==> config.mk <==
export PLATFORM = sky130hd
export DESIGN_NAME = button_click_long_hold_classifier_unit_flat
export DESIGN_NICKNAME = d
export VERILOG_FILES = /design/src/hw/rtl/bclh_pkg.sv /design/src/hw/rtl/bclh_stream_if.sv /design/src/hw/rtl/button_click_long_hold_classifier_unit.sv /design/src/flat_wrapper.sv
export SDC_FILE = /design/constraint.sdc
export NUM_CORES = 1
export LEC_CHECK = 0
export ABC_CLOCK_PERIOD_IN_PS = 4560
export BUFFER_PORTS_ARGS = -buffer_cell sky130_fd_sc_hd__buf_2
export CAP_MARGIN = 10
export CORE_ASPECT_RATIO = 0.9
export CORE_UTILIZATION = 55
export DETAILED_ROUTE_END_ITERATION = 8
export GPL_ROUTABILITY_DRIVEN = 1
export PLACE_DENSITY = 0.83
export SYNTH_ARGS = -nofsm -noshare
export SYNTH_HDL_FRONTEND = slang
export SYNTH_SLANG_ARGS = --single-unit
==> constraint.sdc <==
create_clock -name clk -period 4.56 [get_ports clk]
set_input_delay 0.912 -clock clk [delete_from_list [all_inputs] [get_ports clk]]
set_output_delay 0.912 -clock clk [all_outputs]
set_load 0.1 [all_outputs]
==> src/hw/rtl/bclh_pkg.sv <==
// bclh_pkg: shared types and codes for the button click / long hold classifier
// holds item structs, function and event codes, register indexes and reset values
// no dependencies
package bclh_pkg;

  // item function codes
  typedef enum logic [1:0] {
    FUNC_TICK = 2'd0,
    FUNC_EDGE = 2'd1,
    FUNC_POLL = 2'd2,
    FUNC_READ = 2'd3
  } func_t;

  // event codes
  typedef enum logic [1:0] {
    EV_NONE  = 2'd0,
    EV_CLICK = 2'd1,
    EV_LONG  = 2'd2,
    EV_EJECT = 2'd3
  } event_t;

  // configuration register indexes
  localparam int unsigned CFG_INDEX_WIDTH = 2;
  localparam int unsigned CFG_DATA_WIDTH  = 16;

  typedef enum logic [CFG_INDEX_WIDTH-1:0] {
    REG_KEY_PIN_MASK  = 2'd0,
    REG_DEBOUNCE_MS   = 2'd1,
    REG_LONG_PRESS_MS = 2'd2,
    REG_EJECT_HOLD_MS = 2'd3
  } reg_index_t;

  // register reset values
  localparam logic [CFG_DATA_WIDTH-1:0] KEY_PIN_MASK_RESET  = 16'd1;
  localparam logic [CFG_DATA_WIDTH-1:0] DEBOUNCE_MS_RESET   = 16'd30;
  localparam logic [CFG_DATA_WIDTH-1:0] LONG_PRESS_MS_RESET = 16'd700;
  localparam logic [CFG_DATA_WIDTH-1:0] EJECT_HOLD_MS_RESET = 16'd3000;

  // input item
  typedef struct packed {
    func_t       func;
    logic [15:0] pin_mask;
    logic        pin_level;
  } in_item_t;

  // result item
  typedef struct packed {
    event_t taken_event;
    event_t pending_code;
    logic   key_held;
    logic   edge_accepted;
  } out_item_t;

endpackage

==> src/hw/rtl/bclh_stream_if.sv <==
// bclh_stream_if: valid/ready channel carrying one item per handshake
// item type is a parameter; used with the structs of bclh_pkg
// no dependencies
interface bclh_stream_if #(
  parameter type item_t = logic
) ();
  logic  valid;
  logic  ready;
  item_t data;

  modport source (output valid, output data, input ready);
  modport sink   (input valid, input data, output ready);
endinterface

==> src/hw/rtl/button_click_long_hold_classifier_unit.sv <==
// button_click_long_hold_classifier_unit: top level of the button classifier
// depends on bclh_pkg and bclh_stream_if
//
// Each input item (millisecond tick, key pin edge, poll of the held key, or
// read of the pending event) produces exactly one result item, registered in
// the cycle after it is accepted. The block takes one item per clock; the only
// limit is the result register, which frees as soon as the sink takes its item,
// so in_ch.ready stays high while out_ch.ready is high. Time is a wrapping
// TIME_WIDTH-bit millisecond count and all hold and debounce durations are
// taken modulo 2^TIME_WIDTH. The user must write configuration registers
// only while the block is idle, via cfg_we / cfg_index / cfg_data; unenforced.
module button_click_long_hold_classifier_unit
  import bclh_pkg::*;
#(
  parameter int unsigned TIME_WIDTH = 32
) (
  input  logic                       clk,
  input  logic                       rst,
  input  logic                       cfg_we,
  input  logic [CFG_INDEX_WIDTH-1:0] cfg_index,
  input  logic [CFG_DATA_WIDTH-1:0]  cfg_data,
  bclh_stream_if.sink                in_ch,
  bclh_stream_if.source              out_ch
);

  // configuration registers
  logic [CFG_DATA_WIDTH-1:0] key_pin_mask;
  logic [CFG_DATA_WIDTH-1:0] debounce_ms;
  logic [CFG_DATA_WIDTH-1:0] long_press_ms;
  logic [CFG_DATA_WIDTH-1:0] eject_hold_ms;

  // classifier state
  logic [TIME_WIDTH-1:0] now_ms, now_ms_next;
  logic [TIME_WIDTH-1:0] last_edge_ms, last_edge_ms_next;
  logic [TIME_WIDTH-1:0] press_start_ms, press_start_ms_next;
  logic                  held_flag, held_flag_next;
  logic                  long_reported, long_reported_next;
  logic                  eject_reported, eject_reported_next;
  event_t                pending_event, pending_event_next;

  // result register
  logic      result_valid;
  out_item_t result;
  out_item_t result_next;

  logic in_fire;
  logic [TIME_WIDTH-1:0] since_edge;
  logic [TIME_WIDTH-1:0] hold_time;
  logic debounce_ok;
  logic long_due;
  logic eject_due;
  logic edge_ok;
  in_item_t item;

  // accept while the result register is empty or being drained
  assign in_ch.ready  = !result_valid || out_ch.ready;
  assign in_fire      = in_ch.valid && in_ch.ready;
  assign item         = in_ch.data;
  assign out_ch.valid = result_valid;
  assign out_ch.data  = result;

  // elapsed times and threshold compares
  assign since_edge  = now_ms - last_edge_ms;
  assign hold_time   = now_ms - press_start_ms;
  assign debounce_ok = since_edge >= TIME_WIDTH'(debounce_ms);
  assign long_due    = hold_time >= TIME_WIDTH'(long_press_ms);
  assign eject_due   = hold_time >= TIME_WIDTH'(eject_hold_ms);
  assign edge_ok     = (item.pin_mask == key_pin_mask) && debounce_ok;

  // next state and result for the item at the input
  always_comb begin
    now_ms_next         = now_ms;
    last_edge_ms_next   = last_edge_ms;
    press_start_ms_next = press_start_ms;
    held_flag_next      = held_flag;
    long_reported_next  = long_reported;
    eject_reported_next = eject_reported;
    pending_event_next  = pending_event;
    result_next.taken_event   = EV_NONE;
    result_next.edge_accepted = 1'b0;

    unique case (item.func)
      FUNC_TICK: begin
        now_ms_next = now_ms + TIME_WIDTH'(1);
      end
      FUNC_EDGE: begin
        if (edge_ok) begin
          result_next.edge_accepted = 1'b1;
          last_edge_ms_next = now_ms;
          if (item.pin_level) begin
            // press: start timing a new hold
            held_flag_next      = 1'b1;
            press_start_ms_next = now_ms;
            long_reported_next  = 1'b0;
            eject_reported_next = 1'b0;
          end else if (held_flag) begin
            // release: classify the hold
            held_flag_next = 1'b0;
            priority if (eject_due && !eject_reported) begin
              eject_reported_next = 1'b1;
              long_reported_next  = 1'b1;
              pending_event_next  = EV_EJECT;
            end else if (long_due && !long_reported && pending_event == EV_NONE) begin
              long_reported_next = 1'b1;
              pending_event_next = EV_LONG;
            end else if (!long_reported && pending_event == EV_NONE) begin
              pending_event_next = EV_CLICK;
            end else begin
              pending_event_next = pending_event;
            end
          end
        end
      end
      FUNC_POLL: begin
        // raise events while the key is still held
        if (held_flag && pending_event == EV_NONE) begin
          priority if (!eject_reported && eject_due) begin
            eject_reported_next = 1'b1;
            long_reported_next  = 1'b1;
            pending_event_next  = EV_EJECT;
          end else if (!long_reported && long_due) begin
            long_reported_next = 1'b1;
            pending_event_next = EV_LONG;
          end else begin
            pending_event_next = pending_event;
          end
        end
      end
      FUNC_READ: begin
        result_next.taken_event = pending_event;
        pending_event_next      = EV_NONE;
      end
      default: begin
        now_ms_next = now_ms;
      end
    endcase

    result_next.pending_code = pending_event_next;
    result_next.key_held     = held_flag_next;
  end

  // configuration writes
  always_ff @(posedge clk) begin
    if (rst) begin
      key_pin_mask  <= KEY_PIN_MASK_RESET;
      debounce_ms   <= DEBOUNCE_MS_RESET;
      long_press_ms <= LONG_PRESS_MS_RESET;
      eject_hold_ms <= EJECT_HOLD_MS_RESET;
    end else if (cfg_we) begin
      unique case (reg_index_t'(cfg_index))
        REG_KEY_PIN_MASK:  key_pin_mask  <= cfg_data;
        REG_DEBOUNCE_MS:   debounce_ms   <= cfg_data;
        REG_LONG_PRESS_MS: long_press_ms <= cfg_data;
        REG_EJECT_HOLD_MS: eject_hold_ms <= cfg_data;
        default:           key_pin_mask  <= key_pin_mask;
      endcase
    end
  end

  // state update on each accepted item
  always_ff @(posedge clk) begin
    if (rst) begin
      now_ms         <= '0;
      last_edge_ms   <= '0;
      press_start_ms <= '0;
      held_flag      <= 1'b0;
      long_reported  <= 1'b0;
      eject_reported <= 1'b0;
      pending_event  <= EV_NONE;
    end else if (in_fire) begin
      now_ms         <= now_ms_next;
      last_edge_ms   <= last_edge_ms_next;
      press_start_ms <= press_start_ms_next;
      held_flag      <= held_flag_next;
      long_reported  <= long_reported_next;
      eject_reported <= eject_reported_next;
      pending_event  <= pending_event_next;
    end
  end

  // result valid flag
  always_ff @(posedge clk) begin
    if (rst) begin
      result_valid <= 1'b0;
    end else if (in_fire) begin
      result_valid <= 1'b1;
    end else if (out_ch.ready) begin
      result_valid <= 1'b0;
    end
  end

  // result payload
  always_ff @(posedge clk) begin
    if (in_fire) begin
      result <= result_next;
    end
  end

endmodule

==> src/flat_wrapper.sv <==
// flat-port wrapper written by rule: the top's interface ports become plain ports
module button_click_long_hold_classifier_unit_flat import bclh_pkg::*;
#(
  parameter int unsigned TIME_WIDTH = 32
)
  (clk, rst, cfg_we, cfg_index, cfg_data, in_ch_valid, in_ch_data, in_ch_ready, out_ch_valid, out_ch_data, out_ch_ready);
  bclh_stream_if #(.item_t(in_item_t)) in_ch_i ();
  bclh_stream_if #(.item_t(out_item_t)) out_ch_i ();
  input  logic clk;
  input  logic rst;
  input  logic cfg_we;
  input  logic [CFG_INDEX_WIDTH-1:0] cfg_index;
  input  logic [CFG_DATA_WIDTH-1:0] cfg_data;
  input wire logic [$bits(in_ch_i.valid)-1:0] in_ch_valid;
  input wire logic [$bits(in_ch_i.data)-1:0] in_ch_data;
  output wire logic [$bits(in_ch_i.ready)-1:0] in_ch_ready;
  output wire logic [$bits(out_ch_i.valid)-1:0] out_ch_valid;
  output wire logic [$bits(out_ch_i.data)-1:0] out_ch_data;
  input wire logic [$bits(out_ch_i.ready)-1:0] out_ch_ready;
  assign in_ch_i.valid = in_ch_valid;
  assign in_ch_i.data = in_ch_data;
  assign in_ch_ready = in_ch_i.ready;
  assign out_ch_valid = out_ch_i.valid;
  assign out_ch_data = out_ch_i.data;
  assign out_ch_i.ready = out_ch_ready;
  button_click_long_hold_classifier_unit #(.TIME_WIDTH(TIME_WIDTH)) u_core (.clk(clk), .rst(rst), .cfg_we(cfg_we), .cfg_index(cfg_index), .cfg_data(cfg_data), .in_ch(in_ch_i), .out_ch(out_ch_i));
endmodule
==> impl_metrics.json, run 1 <==
{
  "outcome": "finished, violations left",
  "violations": "setup timing",
  "finalHoldViolCount": 0,
  "syn-mean-instance-area_um2": 7.78,
  "crit_buf_inv": 3,
  "clk_latency_ns": 0.43,
  "core_um2": 20800,
  "path_max_fanout": 5,
  "drv_slew": 0,
  "clk_path_buf_depth": 2,
  "start_util_pct": 56.2,
  "diodes": 0,
  "ir_drop_uv": 243,
  "grt_first_pass_wirelength_mm": 52.1,
  "cap_viol_max_count": 0,
  "seqPwrFrac_pct": 46.9,
  "worstPathCellList": "inv_2 > ha_4 > inv_2 > fa_2 > a21oi_2 > nand4b_1 > a21oi_1 > or2_4 > a21o_1 > a21oi_2 > xnor2_1 > ha_2 > nand4_1 > nor2_2 > a221oi_2 > nand3_1 > or4_4 > nor4_4 > a41oi_4 > nand3_4 > buf_12 > mux2i_1 > nor2_1",
  "slowest_delay_ns": 0.44,
  "crit_family": "simple AND/OR/NAND/NOR gates",
  "p_per_area_nw_per_um2": 242,
  "die_x_um": 156,
  "cp.depth": 23,
  "hold-path-cell-count": 2,
  "area.sequential_um2": 3510,
  "dp_hpwl_mm": 23.1,
  "ys_seq_area_share_pct": 29.9,
  "synth.distinct_cells": 77,
  "crit_type": "flop to flop",
  "clock-sinks": 172,
  "wire_per_inst_um": 17.6,
  "pre_cts_slack_ns": -0.275,
  "instances_no_fill": 1884,
  "grt_max_degree": 79,
  "async_flop_share_pct": 0,
  "p_switching_uw": 833,
  "syn_area_um2": 11700,
  "globalplace.congestion": 0.917,
  "cts_root_buffer": "clkbuf_16",
  "max_slew_margin_pct": 36.1,
  "period_minus_slack_ns": 4.74,
  "synth.net_count": 1665,
  "leakage_uw": 0.00630,
  "ys_ff_latch": 172,
  "arrival_ns": 5.02,
  "grt_pass1_vias": 10500,
  "die-area_um2": 21900,
  "vias_per_cell": 5.97,
  "required_ns": 4.84,
  "final.setup.tns_ns": -6.24,
  "cp_slowest_cell": "or4_4",
  "multi_input_area_um2": 7720,
  "layout-area-overhead-vs-synth_pct": 16.6,
  "drcViolationCount": 0,
  "dr.pass1.iters": 6,
  "worst_clock_skew_ns": 0.0106,
  "p_int_uw": 2480,
  "synth_edf_count": 6,
  "fmax_ghz": 0.211,
  "synth_cells": 1505,
  "io_pins": 50,
  "grt_overflow": 0,
  "finalCritPeriodShare_pct": 104,
  "antenna_found_initial": 0,
  "endpoint_kind": "flop",
  "placed_cells": 1830,
  "ys.flop_type": "dfxtp_1",
  "die_h_um": 140,
  "min_path_type": "flop to flop",
  "power_frac_clock_pct": 45.2,
  "holdWs_ns": 0.452,
  "drt_iter0_drc": 969,
  "setup_ws_ns": -0.182,
  "p_comb_share_pct": 8.0,
  "drive_above_1_share_pct": 14.5,
  "nNetsFinal": 1745,
  "reg2regPathDepth": 23,
  "finalWirelength_mm": 33.2,
  "start_kind": "flop",
  "fillers": 1677,
  "grt_usage_pct": 29.8,
  "tightest_slew_ns": 0.957,
  "cts_tree": "yes",
  "ys_warn_count": 0,
  "rsz0062_at_grt": "true",
  "cts-htree-levels": 4,
  "row_count": 50,
  "cts_buffers": 17,
  "vias": 11200,
  "setup_viol": 67,
  "ant_nets": 0,
  "clkTransAtPathRegs_ns": 0.07,
  "p_sw_share_pct": 25.2,
  "io_buffers": 49
}
## metal layers
layer	GRT usage, %	share of wire [%]	up-vias
li1	-	-	5411
met1	39.7	43	5300
met2	46.9	46	445
met3	5.82	6.7	88
met4	12.8	3.3	0
met5	0	0	-
## what timing repair did
| action | in CTS | in global routing |
|---|---|---|
| cloned | 3 | 2 |
| resized for setup | 28 | 43 |
| endpoints found under the setup margin | 71 | 72 |
| hold buffers | 0 | 0 |
| buffers inserted | 7 | 12 |
| pin swaps | 23 | 28 |
## power by group through the flow
stage	Clock [uW]	Sequential [uW]	Combinational (uW)
after floorplan	0	1600	135
after global placement	0	1580	235
after detailed placement	0	1580	241
after CTS	1500	1550	251
after global routing	1560	1550	285
final	1490	1550	264
## path summary, 6_finish.rpt
check,from,end,slack [ns]
worst max-delay path,u_core.now_ms[0],u_core.press_start_ms[1],-0.18
worst min register to register,u_core.last_edge_ms[18],u_core.last_edge_ms[18],0.45
worst max register to register,u_core.now_ms[0],u_core.press_start_ms[1],-0.18
worst min-delay path,u_core.last_edge_ms[18],u_core.last_edge_ms[18],0.45
## cell families after synthesis
family                   count (synthesis)  share of synthesized area [%]
XOR/XNOR                                89                           6.66
multiplexers                            43                           3.70
flip-flops                             172                           29.9
adder cells (fa/ha/maj)                118                           12.7
buffers and inverters                  200                           6.68
AO/OA/AOI/OAI                          374                           20.2
AND/OR/NAND/NOR                        509                           20.1
## registers in the layout, indices dropped and copies added (netlist names)
register,count
u_core.long_reported,1
u_core.last_edge_ms,32
u_core.out_ch.valid,1
u_core.held_flag,1
u_core.debounce_ms,16
u_core.now_ms,32
u_core.pending_event,2
u_core.press_start_ms,32
u_core.out_ch.data,6
u_core.eject_reported,1
u_core.eject_hold_ms,16
u_core.key_pin_mask,16
u_core.long_press_ms,16
## tightest hold or removal path, stage by stage, from the launching register on
cell,delay (ns)
dfxtp_1,0.31
nand2_1,0.05
a21oi_1,0.05
## Yosys cell counts (8+ instances only)
| master | count | area [um^2] |
|---|---|---|
| and3_1 | 14 | 87.6 |
| a31oi_1 | 10 | 62.6 |
| a21oi_1 | 156 | 781 |
| o211ai_1 | 26 | 195 |
| o21bai_1 | 8 | 60.1 |
| nand4_1 | 37 | 231 |
| o21ai_0 | 50 | 250 |
| o21a_1 | 13 | 97.6 |
| nand3_1 | 50 | 250 |
| nor3_1 | 17 | 85.1 |
| xor2_1 | 42 | 368 |
| inv_1 | 130 | 488 |
| mux2i_1 | 41 | 410 |
| or3_1 | 10 | 62.6 |
| ha_1 | 116 | 1450 |
| a21o_1 | 33 | 248 |
| dfxtp_1 | 166 | 3320 |
| nor2_1 | 114 | 428 |
| xnor2_1 | 47 | 412 |
| a211oi_1 | 10 | 75.1 |
| nand2b_1 | 8 | 50.1 |
| clkbuf_1 | 57 | 214 |
| nand2_1 | 213 | 800 |
## per-stage QoR
stage	power [uW]	utilization, %	cell area [um^2]
2_1_floorplan	1740	-	11700
3_3_place_gp	1820	60.1	12500
3_5_place_dp	1820	60.1	12500
4_1_cts	3300	64.1	13400
5_1_grt	3400	65.5	13600
6_report	3310	65.5	13600
## cells in the final DEF, fill, tap and decap left out, types with 5 or more instances in the layout
master     instances
nand2_1          211
inv_1            128
a21o_1            33
o31ai_1            5
o21bai_1           8
o211ai_1          26
o21ai_0           46
o21a_1            13
a211o_1            5
clkbuf_16         20
nor2_1           113
buf_2             48
mux2i_1           35
dfxtp_1          164
and4_1             7
a21boi_0           5
nand2b_1           8
a31oi_1            9
or3_1             10
edfxtp_1           6
buf_12             5
ha_1             113
nand4_1           37
a21oi_2           12
and2_1             5
and3_1            14
a21oi_1          144
nor3_1            17
nor4_1             5
xor2_1            41
nor2b_1            6
a211oi_1           9
xnor2_1           47
or2_2              5
nand3_1           50
buf_4             71
o21ai_1            7
## final cells by class
cell class / instances / area share, %
clock buffers: 21 / 3.38
repair buffers: 130 / 7.21
flip-flops and latches: 172 / 25.7
well taps: 286 / 2.62
multi-input cells: 1133 / 56.5
clock inverters: 11 / 0.963
inverters: 131 / 3.60
(Power assumes the default switching activity.)
==> inputs of run 2 (changes only) <==
--- a/config.mk
+++ b/config.mk
@@ -12,7 +12,7 @@
 export CORE_UTILIZATION = 55
 export DETAILED_ROUTE_END_ITERATION = 8
 export GPL_ROUTABILITY_DRIVEN = 1
-export PLACE_DENSITY = 0.83
+export PLACE_DENSITY = 0.74
 export SYNTH_ARGS = -nofsm -noshare
 export SYNTH_HDL_FRONTEND = slang
 export SYNTH_SLANG_ARGS = --single-unit
==> impl_metrics.json, run 2 (synthesized netlist as in run 1, its figures left out) <==
{
  "diodes": 0,
  "ir_drop_uv": 174,
  "p_per_area_nw_per_um2": 247,
  "vias_per_cell": 5.81,
  "wire_per_inst_um": 17.1,
  "io_buffers": 49,
  "grt_first_pass_wirelength_mm": 51.3,
  "ff2ff_setup_slack_ns": -0.12,
  "cp_common_cell": "a21o_1",
  "antenna_found_initial": 1,
  "grt_pass1_vias": 10200,
  "hold_start": "u_core.last_edge_ms[24]",
  "row_count": 50,
  "hold_end": "u_core.last_edge_ms[24]",
  "grt_max_degree": 87,
  "min_path_type": "flop to flop",
  "io_pins": 50,
  "ant_nets": 0,
  "cap_viol_max_count": 0,
  "grt_overflow": 0,
  "drv_slew": 0,
  "reg2reg_from": "u_core.now_ms[0]",
  "layout-area-overhead-vs-synth_pct": 15.4,
  "regToRegEndpoint": "u_core.out_ch.data[3]",
  "die-area_um2": 21900,
  "cts-htree-levels": 4,
  "drcViolationCount": 0,
  "final_common_cell": "nand2_1",
  "hold_buffers": 0,
  "clock-sinks": 172,
  "clk_latency_ns": 0.43,
  "hold-path-cell-count": 2,
  "drive_above_1_share_pct": 13.2,
  "start_util_pct": 56.2,
  "dp_hpwl_mm": 23.6,
  "die_h_um": 140,
  "finalWirelength_mm": 32.2,
  "finalHoldViolCount": 0,
  "dr.pass1.iters": 6,
  "tightest_slew_ns": 0.982,
  "clkTransAtPathRegs_ns": 0.07,
  "leakage_uw": 0.00631,
  "fillers": 1772,
  "required_ns": 4.74,
  "cts_root_buffer": "clkbuf_16",
  "grt_usage_pct": 29.2,
  "outcome": "finished, violations left",
  "largest_registers": "u_core.last_edge_ms x32, u_core.now_ms x32, u_core.press_start_ms x32",
  "fin_util_pct": 64.8,
  "worstPathCellList": "inv_2 > ha_4 > inv_2 > fa_2 > a21oi_2 > nand4b_1 > a21oi_1 > or2_4 > a21o_1 > a21oi_2 > xnor2_1 > ha_2 > a21o_1 > a21o_1 > a221oi_2 > nand3_1 > or4_4 > nor4_4 > a41oi_4 > and3b_1 > o211a_1 > a21o_1",
  "rsz0062_at_grt": "true",
  "holdWs_ns": 0.451,
  "clk_path_buf_depth": 2,
  "max_slew_margin_pct": 34.5,
  "nNetsFinal": 1742,
  "pre_cts_slack_ns": -0.131,
  "drt_iter0_drc": 1002,
  "setup_ws_ns": -0.116,
  "slowest_delay_ns": 0.43,
  "globalplace.congestion": 0.972,
  "period_minus_slack_ns": 4.68,
  "final.setup.tns_ns": -2.30,
  "reg2regPathDepth": 22,
  "path_max_fanout": 5,
  "die_x_um": 156,
  "vias": 10900,
  "cts_buffers": 17,
  "cp_slowest_cell": "or4_4",
  "finalCritPeriodShare_pct": 103,
  "violations": "setup timing",
  "arrival_ns": 4.86,
  "crit_type": "flop to flop",
  "setup_viol": 49,
  "mostFrequentLayoutCells": "212 x nand2_1, 163 x dfxtp_1, 150 x a21oi_1",
  "worst_clock_skew_ns": 0.0127,
  "endpoint_kind": "flop",
  "start_kind": "flop",
  "fmax_ghz": 0.214,
  "cts_tree": "yes",
  "core_um2": 20800
}
[run 2: cell types whose count changed in the layout (fill, tap and decap cells not counted), moves of 3 or more]
cell	change
a21oi_1	+6
a21oi_2	-6
mux2i_1	+4
clkbuf_1	-3
clkbuf_8	+3
clkinv_4	+3
o21ai_2	-3
[run 2: what timing repair did]
action                                  4_1_cts  5_1_grt
pin swaps                                    17       14
gates cloned                                  0        4
resized for setup                            13       16
setup buffers                                 3        9
endpoints found under the setup margin       60       73
[run 2: how the worst max path moves through the flow]
stage                                        to        startpoint  slack (ns)
after global placement    u_core.out_ch.data[3]  u_core.now_ms[0]       -0.07
final                     u_core.out_ch.data[3]  u_core.now_ms[0]       -0.12
after detailed placement  u_core.out_ch.data[3]  u_core.now_ms[0]       -0.13
after global routing      u_core.out_ch.data[3]  u_core.now_ms[0]       -0.29
after floorplan           u_core.out_ch.data[3]  u_core.now_ms[0]        0.01
after CTS                 u_core.out_ch.data[3]  u_core.now_ms[0]       -0.10
[run 2: through the flow]
step / instance area (um^2) / total power, uW / std cells
after floorplan: 11700 / 1740 / 1505
after global placement: 12500 / 1820 / 1832
after detailed placement: 12500 / 1830 / 1832
after CTS: 13200 / 3340 / 1867
after global routing: 13500 / 3440 / 1881
final: 13500 / 3340 / 1881
[run 2: power by group]
group / internal (uW) / leakage (uW) / switching (uW)
sequential: 1540 / 0.00141 / 12.6
clock: 869 / 0.000306 / 664
combinational: 83.7 / 0.00460 / 172
[run 2: critical path, delay by kind of cell (launching register included)]
kind	cells	cell delay (ns)
xor gates and xnor gates	1	0.10
and+or+nand+nor	6	1.47
DFF	1	0.33
AOI/OAI and AO/OA	10	1.76
buffers and inverters	2	0.11
adders and majority gates	3	0.66
[run 2: routing by layer]
metal / track usage (%) / wire length (um)
met1: 41.9 / 15300
met2: 44.7 / 14100
met3: 5.17 / 2120
met4: 8.26 / 643
met5: 0 / 0
[run 2: cell type report]
cell class,count,area (um^2),share of cell area (%)
multi-input combinational,1133,7560,56.0
sequential,172,3510,26.0
timing repair buffer,127,970,7.18
inverter,131,492,3.64
clock buffer,20,467,3.46
tap,286,358,2.65
clock inverter,12,149,1.10
